### src/rtl/core/spsb_pkg.sv
// Shared types, widths and codes for the stroke point smoother with bounding box.
`default_nettype none

package spsb_pkg;

  localparam int COORD_W          = 24;
  localparam int PRESS_W          = 9;
  localparam int CFG_W            = 8;
  localparam int APB_DATA_W       = 32;
  localparam int APB_ADDR_W       = 3;
  localparam int WINDOW_DEPTH_DEF = 8;

  localparam logic REG_BOX_PADDING  = 1'b0;
  localparam logic REG_STROKE_WIDTH = 1'b1;

  localparam logic [CFG_W-1:0] BOX_PADDING_RST  = 8'd0;
  localparam logic [CFG_W-1:0] STROKE_WIDTH_RST = 8'd1;

  localparam logic signed [COORD_W-1:0] COORD_MIN = 24'sh800000;
  localparam logic signed [COORD_W-1:0] COORD_MAX = 24'sh7FFFFF;

  typedef enum logic [2:0] {
    ST_IDLE,
    ST_READ,
    ST_ACCUM,
    ST_DIV,
    ST_BOX,
    ST_EMIT
  } spsb_state_e;

  typedef struct packed {
    logic start;
    logic done;
    logic busy;
  } spsb_div_ctrl_t;

endpackage

`default_nettype wire

### src/rtl/core/spsb_in_if.sv
// Handshake channel that carries one pen sample word into the block.
`default_nettype none

interface spsb_in_if
  import spsb_pkg::*;
();
  logic                      valid;
  logic                      ready;
  logic signed [COORD_W-1:0] point_x;
  logic signed [COORD_W-1:0] point_y;
  logic [PRESS_W-1:0]        pressure_in;
  logic                      smooth_enable;
  logic                      stroke_start;

  modport source (
    output valid, point_x, point_y, pressure_in, smooth_enable, stroke_start,
    input  ready
  );

  modport sink (
    input  valid, point_x, point_y, pressure_in, smooth_enable, stroke_start,
    output ready
  );
endinterface

`default_nettype wire

### src/rtl/core/spsb_out_if.sv
// Handshake channel that carries one stored point and bounding box word out of the block.
`default_nettype none

interface spsb_out_if
  import spsb_pkg::*;
();
  logic                      valid;
  logic                      ready;
  logic signed [COORD_W-1:0] out_x;
  logic signed [COORD_W-1:0] out_y;
  logic [PRESS_W-1:0]        pressure_out;
  logic signed [COORD_W-1:0] box_left;
  logic signed [COORD_W-1:0] box_top;
  logic signed [COORD_W-1:0] box_right;
  logic signed [COORD_W-1:0] box_bottom;

  modport source (
    output valid, out_x, out_y, pressure_out, box_left, box_top, box_right, box_bottom,
    input  ready
  );

  modport sink (
    input  valid, out_x, out_y, pressure_out, box_left, box_top, box_right, box_bottom,
    output ready
  );
endinterface

`default_nettype wire

### src/rtl/core/spsb_div.sv
// Bit-serial signed by unsigned divider with truncation toward zero.
`default_nettype none

module spsb_div
  import spsb_pkg::*;
#(
  parameter int DVD_W = 27,
  parameter int DVS_W = 4
) (
  input  wire logic                    clk_i,
  input  wire logic                    rst_ni,
  input  wire logic                    start_i,
  input  wire logic signed [DVD_W-1:0] dividend_i,
  input  wire logic [DVS_W-1:0]        divisor_i,
  output spsb_div_ctrl_t               ctrl_o,
  output logic signed [DVD_W-1:0]      quotient_o
);

  localparam int CNT_W = (DVD_W > 1) ? $clog2(DVD_W) : 1;
  localparam logic [CNT_W-1:0] CNT_LAST = CNT_W'(DVD_W - 1);

  logic             busy_q, busy_d;
  logic             done_q, done_d;
  logic             neg_q, neg_d;
  logic [CNT_W-1:0] cnt_q, cnt_d;
  logic [DVD_W-1:0] quo_q, quo_d;
  logic [DVS_W-1:0] rem_q, rem_d;
  logic [DVS_W-1:0] dvs_q, dvs_d;
  logic [DVS_W:0]   rem_sh;
  logic [DVS_W:0]   rem_sub;
  logic             ge;

  assign rem_sh  = {rem_q, quo_q[DVD_W-1]};
  assign ge      = rem_sh >= {1'b0, dvs_q};
  assign rem_sub = rem_sh - {1'b0, dvs_q};

  always_comb begin
    busy_d = busy_q;
    done_d = 1'b0;
    neg_d  = neg_q;
    cnt_d  = cnt_q;
    quo_d  = quo_q;
    rem_d  = rem_q;
    dvs_d  = dvs_q;
    if (start_i) begin
      busy_d = 1'b1;
      neg_d  = dividend_i[DVD_W-1];
      cnt_d  = '0;
      quo_d  = dividend_i[DVD_W-1] ? (DVD_W'(0) - dividend_i) : dividend_i;
      rem_d  = '0;
      dvs_d  = divisor_i;
    end else if (busy_q) begin
      quo_d = {quo_q[DVD_W-2:0], ge};
      rem_d = ge ? rem_sub[DVS_W-1:0] : rem_sh[DVS_W-1:0];
      cnt_d = cnt_q + 1'b1;
      if (cnt_q == CNT_LAST) begin
        busy_d = 1'b0;
        done_d = 1'b1;
      end
    end
  end

  always_ff @(posedge clk_i or negedge rst_ni) begin
    if (!rst_ni) begin
      busy_q <= 1'b0;
      done_q <= 1'b0;
      cnt_q  <= '0;
    end else begin
      busy_q <= busy_d;
      done_q <= done_d;
      cnt_q  <= cnt_d;
    end
  end

  always_ff @(posedge clk_i) begin
    neg_q <= neg_d;
    quo_q <= quo_d;
    rem_q <= rem_d;
    dvs_q <= dvs_d;
  end

  assign quotient_o   = neg_q ? $signed(DVD_W'(0) - quo_q) : $signed(quo_q);
  assign ctrl_o.start = start_i;
  assign ctrl_o.done  = done_q;
  assign ctrl_o.busy  = busy_q;

endmodule

`default_nettype wire

### src/rtl/core/stroke_point_smoother_bbox.sv
// Top level of the pen stroke point smoother with moving average window and bounding box.
//
//   Channel   Direction  Word
//   sample_i  in         point_x, point_y, pressure_in, smooth_enable, stroke_start
//   result_o  out        out_x, out_y, pressure_out, box_left, box_top, box_right, box_bottom
//   APB       in/out     box_padding at 0x0, stroke_width at 0x4
//
// A smoothed sample runs the read, accumulate, divide, box and emit steps; divide waits for
// the bit-serial divider that forms sum over fill count. A raw sample runs box and emit only.
// One sample is in work at a time; the output register holds a finished word while the next
// sample is accepted. Reset clears the window count, sums and box at once, with no clearing pass.
// A stalled output holds the block in its emit step until the waiting word is taken.
`default_nettype none

module stroke_point_smoother_bbox
  import spsb_pkg::*;
#(
  parameter int WINDOW_DEPTH = WINDOW_DEPTH_DEF
) (
  input  wire logic                  clk_i,
  input  wire logic                  rst_ni,
  spsb_in_if.sink                    sample_i,
  spsb_out_if.source                 result_o,
  input  wire logic                  psel,
  input  wire logic                  penable,
  input  wire logic                  pwrite,
  input  wire logic [APB_ADDR_W-1:0] paddr,
  input  wire logic [APB_DATA_W-1:0] pwdata,
  output logic [APB_DATA_W-1:0]      prdata,
  output logic                       pready
);

  localparam int SUM_W  = COORD_W + $clog2(WINDOW_DEPTH);
  localparam int FILL_W = $clog2(WINDOW_DEPTH + 1);
  localparam int IDX_W  = (WINDOW_DEPTH > 1) ? $clog2(WINDOW_DEPTH) : 1;
  localparam int EXT_W  = COORD_W + 2;
  localparam logic [FILL_W-1:0] FILL_MAX = FILL_W'(WINDOW_DEPTH);
  localparam logic [IDX_W-1:0]  IDX_MAX  = IDX_W'(WINDOW_DEPTH - 1);

  function automatic logic signed [COORD_W-1:0] sat_coord(input logic signed [EXT_W-1:0] v);
    logic signed [COORD_W-1:0] r;
    if (v < EXT_W'(COORD_MIN)) begin
      r = COORD_MIN;
    end else if (v > EXT_W'(COORD_MAX)) begin
      r = COORD_MAX;
    end else begin
      r = v[COORD_W-1:0];
    end
    return r;
  endfunction

  spsb_state_e state_q, state_d;

  logic [CFG_W-1:0] box_padding_q, stroke_width_q;
  logic             cfg_we;

  logic signed [SUM_W-1:0]   sum_x_q, sum_x_d, sum_y_q, sum_y_d;
  logic [FILL_W-1:0]         fill_q, fill_d;
  logic [IDX_W-1:0]          head_q, head_d;
  logic                      have_q, have_d;
  logic signed [COORD_W-1:0] edge_l_q, edge_l_d, edge_t_q, edge_t_d;
  logic signed [COORD_W-1:0] edge_r_q, edge_r_d, edge_b_q, edge_b_d;

  logic signed [COORD_W-1:0] px_q, px_d, py_q, py_d;
  logic [PRESS_W-1:0]        press_q, press_d;
  logic                      smooth_q, smooth_d;

  logic                      out_valid_q, out_valid_d;
  logic signed [COORD_W-1:0] ox_q, ox_d, oy_q, oy_d;
  logic [PRESS_W-1:0]        opress_q, opress_d;
  logic signed [COORD_W-1:0] ol_q, ol_d, ot_q, ot_d, or_q, or_d, ob_q, ob_d;

  logic [2*COORD_W-1:0]      win_mem [WINDOW_DEPTH];
  logic [2*COORD_W-1:0]      rd_q;
  logic                      win_we;
  logic signed [COORD_W-1:0] old_x, old_y;
  logic                      full;

  logic                      div_start;
  spsb_div_ctrl_t            div_x_ctrl, div_y_ctrl;
  logic signed [SUM_W-1:0]   quo_x, quo_y;

  logic [CFG_W:0]            margin;
  logic signed [EXT_W-1:0]   margin_ext, x_ext, y_ext;
  logic signed [COORD_W-1:0] cand_l, cand_t, cand_r, cand_b;

  // Configuration port.
  assign pready = 1'b1;
  assign cfg_we = psel && penable && pwrite;

  always_ff @(posedge clk_i or negedge rst_ni) begin
    if (!rst_ni) begin
      box_padding_q  <= BOX_PADDING_RST;
      stroke_width_q <= STROKE_WIDTH_RST;
    end else if (cfg_we) begin
      case (paddr[2])
        REG_BOX_PADDING:  box_padding_q  <= pwdata[CFG_W-1:0];
        REG_STROKE_WIDTH: stroke_width_q <= pwdata[CFG_W-1:0];
        default: ;
      endcase
    end
  end

  always_comb begin
    case (paddr[2])
      REG_BOX_PADDING:  prdata = APB_DATA_W'(box_padding_q);
      REG_STROKE_WIDTH: prdata = APB_DATA_W'(stroke_width_q);
      default:          prdata = '0;
    endcase
  end

  // Window memory.
  always_ff @(posedge clk_i) begin
    if (win_we) begin
      win_mem[head_q] <= {px_q, py_q};
    end
    rd_q <= win_mem[head_q];
  end

  assign old_x = rd_q[2*COORD_W-1:COORD_W];
  assign old_y = rd_q[COORD_W-1:0];
  assign full  = (fill_q == FILL_MAX);

  spsb_div #(
    .DVD_W (SUM_W),
    .DVS_W (FILL_W)
  ) u_div_x (
    .clk_i      (clk_i),
    .rst_ni     (rst_ni),
    .start_i    (div_start),
    .dividend_i (sum_x_d),
    .divisor_i  (fill_d),
    .ctrl_o     (div_x_ctrl),
    .quotient_o (quo_x)
  );

  spsb_div #(
    .DVD_W (SUM_W),
    .DVS_W (FILL_W)
  ) u_div_y (
    .clk_i      (clk_i),
    .rst_ni     (rst_ni),
    .start_i    (div_start),
    .dividend_i (sum_y_d),
    .divisor_i  (fill_d),
    .ctrl_o     (div_y_ctrl),
    .quotient_o (quo_y)
  );

  // Box candidates for the current point.
  assign margin     = {1'b0, box_padding_q} + {1'b0, stroke_width_q};
  assign margin_ext = $signed(EXT_W'({margin, 8'h00}));
  assign x_ext      = EXT_W'(px_q);
  assign y_ext      = EXT_W'(py_q);
  assign cand_l     = sat_coord(x_ext - margin_ext);
  assign cand_t     = sat_coord(y_ext - margin_ext);
  assign cand_r     = sat_coord(x_ext + margin_ext);
  assign cand_b     = sat_coord(y_ext + margin_ext);

  assign sample_i.ready = (state_q == ST_IDLE);

  always_comb begin
    state_d     = state_q;
    sum_x_d     = sum_x_q;
    sum_y_d     = sum_y_q;
    fill_d      = fill_q;
    head_d      = head_q;
    have_d      = have_q;
    edge_l_d    = edge_l_q;
    edge_t_d    = edge_t_q;
    edge_r_d    = edge_r_q;
    edge_b_d    = edge_b_q;
    px_d        = px_q;
    py_d        = py_q;
    press_d     = press_q;
    smooth_d    = smooth_q;
    out_valid_d = out_valid_q;
    ox_d        = ox_q;
    oy_d        = oy_q;
    opress_d    = opress_q;
    ol_d        = ol_q;
    ot_d        = ot_q;
    or_d        = or_q;
    ob_d        = ob_q;
    win_we      = 1'b0;
    div_start   = 1'b0;

    if (result_o.ready) begin
      out_valid_d = 1'b0;
    end

    case (state_q)
      ST_IDLE: begin
        if (sample_i.valid) begin
          px_d     = sample_i.point_x;
          py_d     = sample_i.point_y;
          press_d  = sample_i.pressure_in;
          smooth_d = sample_i.smooth_enable;
          if (sample_i.stroke_start) begin
            sum_x_d = '0;
            sum_y_d = '0;
            fill_d  = '0;
            head_d  = '0;
            have_d  = 1'b0;
          end
          state_d = sample_i.smooth_enable ? ST_READ : ST_BOX;
        end
      end
      ST_READ: begin
        state_d = ST_ACCUM;
      end
      ST_ACCUM: begin
        win_we    = 1'b1;
        div_start = 1'b1;
        if (full) begin
          sum_x_d = sum_x_q - SUM_W'(old_x) + SUM_W'(px_q);
          sum_y_d = sum_y_q - SUM_W'(old_y) + SUM_W'(py_q);
        end else begin
          sum_x_d = sum_x_q + SUM_W'(px_q);
          sum_y_d = sum_y_q + SUM_W'(py_q);
          fill_d  = fill_q + 1'b1;
        end
        head_d  = (head_q == IDX_MAX) ? '0 : head_q + 1'b1;
        state_d = ST_DIV;
      end
      ST_DIV: begin
        if (div_x_ctrl.done) begin
          px_d    = quo_x[COORD_W-1:0];
          py_d    = quo_y[COORD_W-1:0];
          state_d = ST_BOX;
        end
      end
      ST_BOX: begin
        have_d = 1'b1;
        if (!have_q || (cand_l < edge_l_q)) edge_l_d = cand_l;
        if (!have_q || (cand_t < edge_t_q)) edge_t_d = cand_t;
        if (!have_q || (cand_r > edge_r_q)) edge_r_d = cand_r;
        if (!have_q || (cand_b > edge_b_q)) edge_b_d = cand_b;
        state_d = ST_EMIT;
      end
      ST_EMIT: begin
        if (!out_valid_q || result_o.ready) begin
          out_valid_d = 1'b1;
          ox_d        = px_q;
          oy_d        = py_q;
          opress_d    = press_q;
          ol_d        = edge_l_q;
          ot_d        = edge_t_q;
          or_d        = edge_r_q;
          ob_d        = edge_b_q;
          state_d     = ST_IDLE;
        end
      end
      default: begin
        state_d = ST_IDLE;
      end
    endcase
  end

  always_ff @(posedge clk_i or negedge rst_ni) begin
    if (!rst_ni) begin
      state_q     <= ST_IDLE;
      sum_x_q     <= '0;
      sum_y_q     <= '0;
      fill_q      <= '0;
      head_q      <= '0;
      have_q      <= 1'b0;
      edge_l_q    <= '0;
      edge_t_q    <= '0;
      edge_r_q    <= '0;
      edge_b_q    <= '0;
      out_valid_q <= 1'b0;
    end else begin
      state_q     <= state_d;
      sum_x_q     <= sum_x_d;
      sum_y_q     <= sum_y_d;
      fill_q      <= fill_d;
      head_q      <= head_d;
      have_q      <= have_d;
      edge_l_q    <= edge_l_d;
      edge_t_q    <= edge_t_d;
      edge_r_q    <= edge_r_d;
      edge_b_q    <= edge_b_d;
      out_valid_q <= out_valid_d;
    end
  end

  always_ff @(posedge clk_i) begin
    px_q     <= px_d;
    py_q     <= py_d;
    press_q  <= press_d;
    smooth_q <= smooth_d;
    ox_q     <= ox_d;
    oy_q     <= oy_d;
    opress_q <= opress_d;
    ol_q     <= ol_d;
    ot_q     <= ot_d;
    or_q     <= or_d;
    ob_q     <= ob_d;
  end

  assign result_o.valid        = out_valid_q;
  assign result_o.out_x        = ox_q;
  assign result_o.out_y        = oy_q;
  assign result_o.pressure_out = opress_q;
  assign result_o.box_left     = ol_q;
  assign result_o.box_top      = ot_q;
  assign result_o.box_right    = or_q;
  assign result_o.box_bottom   = ob_q;

  // Checks.
  a_fill_bound: assert property (@(posedge clk_i) disable iff (!rst_ni)
    fill_q <= FILL_MAX)
    else $error("window fill count exceeds the window depth");

  a_div_only_when_smoothing: assert property (@(posedge clk_i) disable iff (!rst_ni)
    (div_x_ctrl.busy || div_x_ctrl.done) |-> (state_q == ST_DIV && smooth_q))
    else $error("divider active outside a smoothed sample");

  a_div_lockstep: assert property (@(posedge clk_i) disable iff (!rst_ni)
    (div_x_ctrl.done == div_y_ctrl.done) && (div_x_ctrl.busy == div_y_ctrl.busy))
    else $error("x and y dividers out of step");

  a_box_ordered: assert property (@(posedge clk_i) disable iff (!rst_ni)
    have_q |-> (edge_l_q <= edge_r_q && edge_t_q <= edge_b_q))
    else $error("bounding box edges crossed");

  a_emit_after_box: assert property (@(posedge clk_i) disable iff (!rst_ni)
    (state_q == ST_BOX) |=> (state_q == ST_EMIT && have_q))
    else $error("box step not followed by emit with a live box");

endmodule

`default_nettype wire
### src/flat_wrapper.sv
// flat-port wrapper written by rule: the top's interface ports become plain ports
module stroke_point_smoother_bbox_flat import spsb_pkg::*;
#(
  parameter int WINDOW_DEPTH = WINDOW_DEPTH_DEF
)
  (clk_i, rst_ni, psel, penable, pwrite, paddr, pwdata, prdata, pready, sample_i_valid, sample_i_point_x, sample_i_point_y, sample_i_pressure_in, sample_i_smooth_enable, sample_i_stroke_start, sample_i_ready, result_o_valid, result_o_out_x, result_o_out_y, result_o_pressure_out, result_o_box_left, result_o_box_top, result_o_box_right, result_o_box_bottom, result_o_ready);
  spsb_in_if sample_i_i ();
  spsb_out_if result_o_i ();
  input  wire logic clk_i;
  input  wire logic rst_ni;
  input  wire logic psel;
  input  wire logic penable;
  input  wire logic pwrite;
  input  wire logic [APB_ADDR_W-1:0] paddr;
  input  wire logic [APB_DATA_W-1:0] pwdata;
  output logic [APB_DATA_W-1:0] prdata;
  output logic pready;
  input wire logic [$bits(sample_i_i.valid)-1:0] sample_i_valid;
  input wire logic [$bits(sample_i_i.point_x)-1:0] sample_i_point_x;
  input wire logic [$bits(sample_i_i.point_y)-1:0] sample_i_point_y;
  input wire logic [$bits(sample_i_i.pressure_in)-1:0] sample_i_pressure_in;
  input wire logic [$bits(sample_i_i.smooth_enable)-1:0] sample_i_smooth_enable;
  input wire logic [$bits(sample_i_i.stroke_start)-1:0] sample_i_stroke_start;
  output wire logic [$bits(sample_i_i.ready)-1:0] sample_i_ready;
  output wire logic [$bits(result_o_i.valid)-1:0] result_o_valid;
  output wire logic [$bits(result_o_i.out_x)-1:0] result_o_out_x;
  output wire logic [$bits(result_o_i.out_y)-1:0] result_o_out_y;
  output wire logic [$bits(result_o_i.pressure_out)-1:0] result_o_pressure_out;
  output wire logic [$bits(result_o_i.box_left)-1:0] result_o_box_left;
  output wire logic [$bits(result_o_i.box_top)-1:0] result_o_box_top;
  output wire logic [$bits(result_o_i.box_right)-1:0] result_o_box_right;
  output wire logic [$bits(result_o_i.box_bottom)-1:0] result_o_box_bottom;
  input wire logic [$bits(result_o_i.ready)-1:0] result_o_ready;
  assign sample_i_i.valid = sample_i_valid;
  assign sample_i_i.point_x = sample_i_point_x;
  assign sample_i_i.point_y = sample_i_point_y;
  assign sample_i_i.pressure_in = sample_i_pressure_in;
  assign sample_i_i.smooth_enable = sample_i_smooth_enable;
  assign sample_i_i.stroke_start = sample_i_stroke_start;
  assign sample_i_ready = sample_i_i.ready;
  assign result_o_valid = result_o_i.valid;
  assign result_o_out_x = result_o_i.out_x;
  assign result_o_out_y = result_o_i.out_y;
  assign result_o_pressure_out = result_o_i.pressure_out;
  assign result_o_box_left = result_o_i.box_left;
  assign result_o_box_top = result_o_i.box_top;
  assign result_o_box_right = result_o_i.box_right;
  assign result_o_box_bottom = result_o_i.box_bottom;
  assign result_o_i.ready = result_o_ready;
  stroke_point_smoother_bbox #(.WINDOW_DEPTH(WINDOW_DEPTH)) u_core (.clk_i(clk_i), .rst_ni(rst_ni), .sample_i(sample_i_i), .result_o(result_o_i), .psel(psel), .penable(penable), .pwrite(pwrite), .paddr(paddr), .pwdata(pwdata), .prdata(prdata), .pready(pready));
endmodule
### config.mk
export PLATFORM = sky130hd
export DESIGN_NAME = stroke_point_smoother_bbox_flat
export DESIGN_NICKNAME = d
export VERILOG_FILES = /design/src/rtl/core/spsb_pkg.sv /design/src/rtl/core/spsb_in_if.sv /design/src/rtl/core/spsb_out_if.sv /design/src/rtl/core/spsb_div.sv /design/src/rtl/core/stroke_point_smoother_bbox.sv /design/src/flat_wrapper.sv
export SDC_FILE = /design/constraint.sdc
export NUM_CORES = 2
export LEC_CHECK = 0
export BUFFER_PORTS_ARGS = -buffer_cell sky130_fd_sc_hd__buf_2
export CORE_ASPECT_RATIO = 1.4
export CORE_UTILIZATION = 40
export CTS_CLUSTER_DIAMETER = 100
export DETAILED_ROUTE_END_ITERATION = 16
export PLACE_DENSITY_LB_ADDON = 0.05
export SYNTH_ARGS = -nofsm -noshare
export SYNTH_HDL_FRONTEND = slang
export SYNTH_SLANG_ARGS = --single-unit
### constraint.sdc
create_clock -name clk_i -period 25.2 [get_ports clk_i]
set_clock_uncertainty 0.15 [all_clocks]
set_input_delay 1.26 -clock clk_i [delete_from_list [all_inputs] [get_ports clk_i]]
set_output_delay 1.26 -clock clk_i [all_outputs]
set_load 0.03 [all_outputs]
==> impl_metrics.json <==
{
  "wl_per_cell_um": 23.4,
  "synth_top_family_by_area": "compound AO/OA/AOI/OAI gates",
  "ys_ff_latch": 901,
  "cts_buffers": 94,
  "ys.flop_type": "edfxtp_1",
  "die_h_um": 414,
  "synth_cells": 4351,
  "muxShareOfSynthArea_pct": 2.35,
  "wl_met3_mm": 5.99,
  "synthArstFlopShare_pct": 21.2,
  "synth_fa_ha_area_share_pct": 9.45,
  "cts_tree": "built",
  "wl_met2_mm": 71.8,
  "drv_cap": 0,
  "drc": 0,
  "hold_path_class": "reg -> reg",
  "synth_compound_area_share_pct": 15.6,
  "p_int_w": 0.00413,
  "cp.arrival_ps": 9000,
  "max_freq_mhz": 116,
  "clk_latency_ps": 700,
  "p_per_area_nw_per_um2": 133,
  "cts.clk_slew.worst_paths_ps": 60,
  "p_switching_w": 0.00313,
  "gr-total-overflow": 0,
  "grt_pass1_vias": 34171,
  "htreeDepth": 3,
  "ctsHoldBuffers": 0,
  "areaGrowthSynthToFinish_pct": 12.9,
  "critPathLaunchType": "flip-flop",
  "drt-met1-wl_mm": 64.9,
  "synthDistinctLibCells": 110,
  "fp-row-count": 150,
  "hold_viol_final": 0,
  "synth-simple-area-share_pct": 10.7,
  "clockRootBuffer": "clkbuf_16",
  "rsz0062_at_grt": "no",
  "synth.cell_area_um2": 48400,
  "die-area_um2": 122000,
  "synth_xor_area_share_pct": 3.79,
  "synth.avg_cell_area_um2": 11.1,
  "cts_setup_buffers": 0,
  "core_um2": 120000,
  "grt_pass1_wl_mm": 217,
  "report.final.slew_viol_count": 0,
  "globalRouteTotalUtil_pct": 23.8,
  "antenna_cells": 0,
  "whs_ps": 271,
  "total_power_w": 0.00727,
  "fin_setup_tns_ps": 0,
  "dpl.hpwl_mm": 101,
  "outcome": "completed",
  "place_ws_ps": 16570,
  "first_pass_iters": 5,
  "ant_nets": 0,
  "synth_top_area_share_pct": 40.6,
  "cts_sinks": 901,
  "clkPwrFrac_pct": 19.9,
  "peakVddDrop_uv": 59.9,
  "slew-limit-headroom_pct": 20.3,
  "yosys_warnings": 0,
  "switching_share_pct": 43.1,
  "tightest_slew_ps": 1190,
  "cts_max_path_buffers": 3,
  "ctsResizeCount": 0,
  "synth_area_leaders": "edfxtp_1 41%, dfrtp_1 9.8%, ha_1 6.9%",
  "worst_slack_ps": 16580,
  "die_x_um": 296,
  "finalSetupViolations": 0,
  "via_count": 34394,
  "yosysTopAreaCell": "edfxtp_1",
  "fin_nets": 5001,
  "cpPeakStageDelay_ps": 920,
  "pwr-share-comb_pct": 49.9,
  "antenna_found_initial": 4,
  "start_util_pct": 40.4,
  "cp.required_ps": 25580,
  "setup.worst_path.end_class": "flip-flop",
  "crit_type": "reg -> reg",
  "drt_wl_total_mm": 146,
  "synth-edff-count": 654,
  "ios": 289,
  "crit_fanout": 29,
  "drive_above_1_share_pct": 13.5,
  "synth.yosys.seq_area_share_pct": 52.8,
  "via_per_inst": 5.50,
  "p_leak_nw": 21.8,
  "pwr-share-seq_pct": 30.1,
  "top_layer_used": "met4",
  "fin_crit_sh_pct": 34.2,
  "gp_congestion": 0.893,
  "grt_max_degree": 139,
  "fin_crit_ps": 8620,
  "crit_top_cell": "a21oi_1",
  "port_buffers": 237,
  "dr.first_iter.drc_count": 2200,
  "crit_slowest_cell": "nand2_1"
}
cells in the final DEF, fill, tap and decap left out, types with 18 or more instances in the layout:
cell type	Yosys	layout
nor2_1	223	218
nand2_1	319	319
nor2b_1	27	26
nand3_1	98	98
ha_1	268	268
mux2_1	19	19
mux2i_1	27	26
buf_4	25	80
o21bai_1	18	18
o31ai_1	28	28
xnor2_1	121	121
buf_2	18	236
or3_1	29	28
edfxtp_1	654	654
conb_1	2	25
fa_1	61	61
a21o_1	58	58
o211ai_1	23	23
nor3_1	84	81
dfrtp_1	190	189
o21a_1	30	30
a22oi_1	223	223
dfxtp_1	56	56
a211oi_1	40	40
nand2b_1	24	23
a21oi_1	199	199
xor2_1	86	86
nor4_1	20	18
clkinv_2	0	20
o22ai_1	37	37
nand4_1	98	98
a31oi_1	35	35
mux2_2	58	58
inv_1	414	414
o21ai_0	210	209
clkbuf_16	0	94
o21ai_1	38	39
power by group through the flow:
stage	Sequential, W	Clock [W]	Combinational [W]
floorplan	0.00210	0	0.00269
global placement	0.00221	0	0.00360
detailed placement	0.00221	0	0.00361
CTS	0.00219	0.00149	0.00364
global route	0.00222	0.00154	0.00407
finish	0.00219	0.00145	0.00363
layout make-up:
class,count,area (um2)
Tap cell,1596,2000
Clock inverter,61,672
Fill cell,11487,65100
Clock buffer,116,2510
Multi-Input combinational cell,2836,20500
Inverter,419,1570
Timing Repair Buffer,319,1840
Sequential cell,901,25500
Yosys cell counts, types with 14 or more instances:
cell type  instances
a211oi_1          40
a21o_1            58
a21oi_1          199
a22oi_1          223
a31oi_1           35
and2_1            19
and3_1            18
and4_1            14
buf_1             16
buf_2             18
buf_4             25
clkbuf_1         156
dfrtp_1          190
dfxtp_1           56
edfxtp_1         654
fa_1              61
ha_1             268
inv_1            414
mux2_1            19
mux2_2            58
mux2i_1           27
nand2_1          319
nand2b_1          24
nand3_1           98
nand4_1           98
nor2_1           223
nor2b_1           27
nor3_1            84
nor4_1            20
o211ai_1          23
o21a_1            30
o21ai_0          210
o21ai_1           38
o21bai_1          18
o22ai_1           37
o31ai_1           28
or3_1             29
or4_1             17
xnor2_1          121
xor2_1            86
sequential cells by signal, summed over array words and instances, names as in the netlist, 27 cells and up:
signal                cells
u_core.sum_x_q           27
u_core.u_div_x.quo_q     27
u_core.sum_y_q           27
u_core.win_mem          384
u_core.u_div_y.quo_q     27
u_core.rd_q              48
final timing paths:
kind | startpoint | endpoint | slack (ps) | cells past startpoint
max | u_core.stroke_width_q[0] | u_core.edge_l_q[10] | 16580 | 28
max in group asynchronous | rst_ni | u_core.edge_t_q[4] | 23250 | 2
min | u_core.press_q[1] | u_core.result_o.pressure_out[1] | 270 | 0
min reg2reg | u_core.press_q[1] | u_core.result_o.pressure_out[1] | 270 | 0
max reg2reg | u_core.stroke_width_q[0] | u_core.edge_l_q[10] | 16580 | 28
min in group asynchronous | rst_ni | u_core.sum_x_q[15] | 450 | 1
worst max-delay path, delay by kind of cell, from the launching register on:
| kind | cells | cell delay [ps] |
|---|---|---|
| adders and majority gates | 3 | 790 |
| xor gates and xnor gates | 1 | 710 |
| and+or+nand+nor | 8 | 2590 |
| AOI/OAI and AO/OA | 14 | 3050 |
| buffers and inverters | 2 | 580 |
| DFF | 1 | 540 |
cells by family after synthesis:
group	after synthesis
buf+inv	637
compound gates	1118
other cells	2
flops	901
simple gates	1052
mux	104
xor+xnor	208
fa+ha+maj	329
through the flow:
step	util, %	instances	cell area, um2
global route	45.6	6248	54600
CTS	45.6	6248	54600
global placement	43.0	6071	51500
finish	45.6	6248	54600
detailed placement	43.0	6071	51500
floorplan	-	4374	48500
routing by layer:
metal  up-vias  GRT usage, %
li1      16442             -
met1     17001          31.6
met2       790          41.0
met3       161          2.55
met4         0          6.51
met5         -             0
Power figures use the tool's default switching activity.
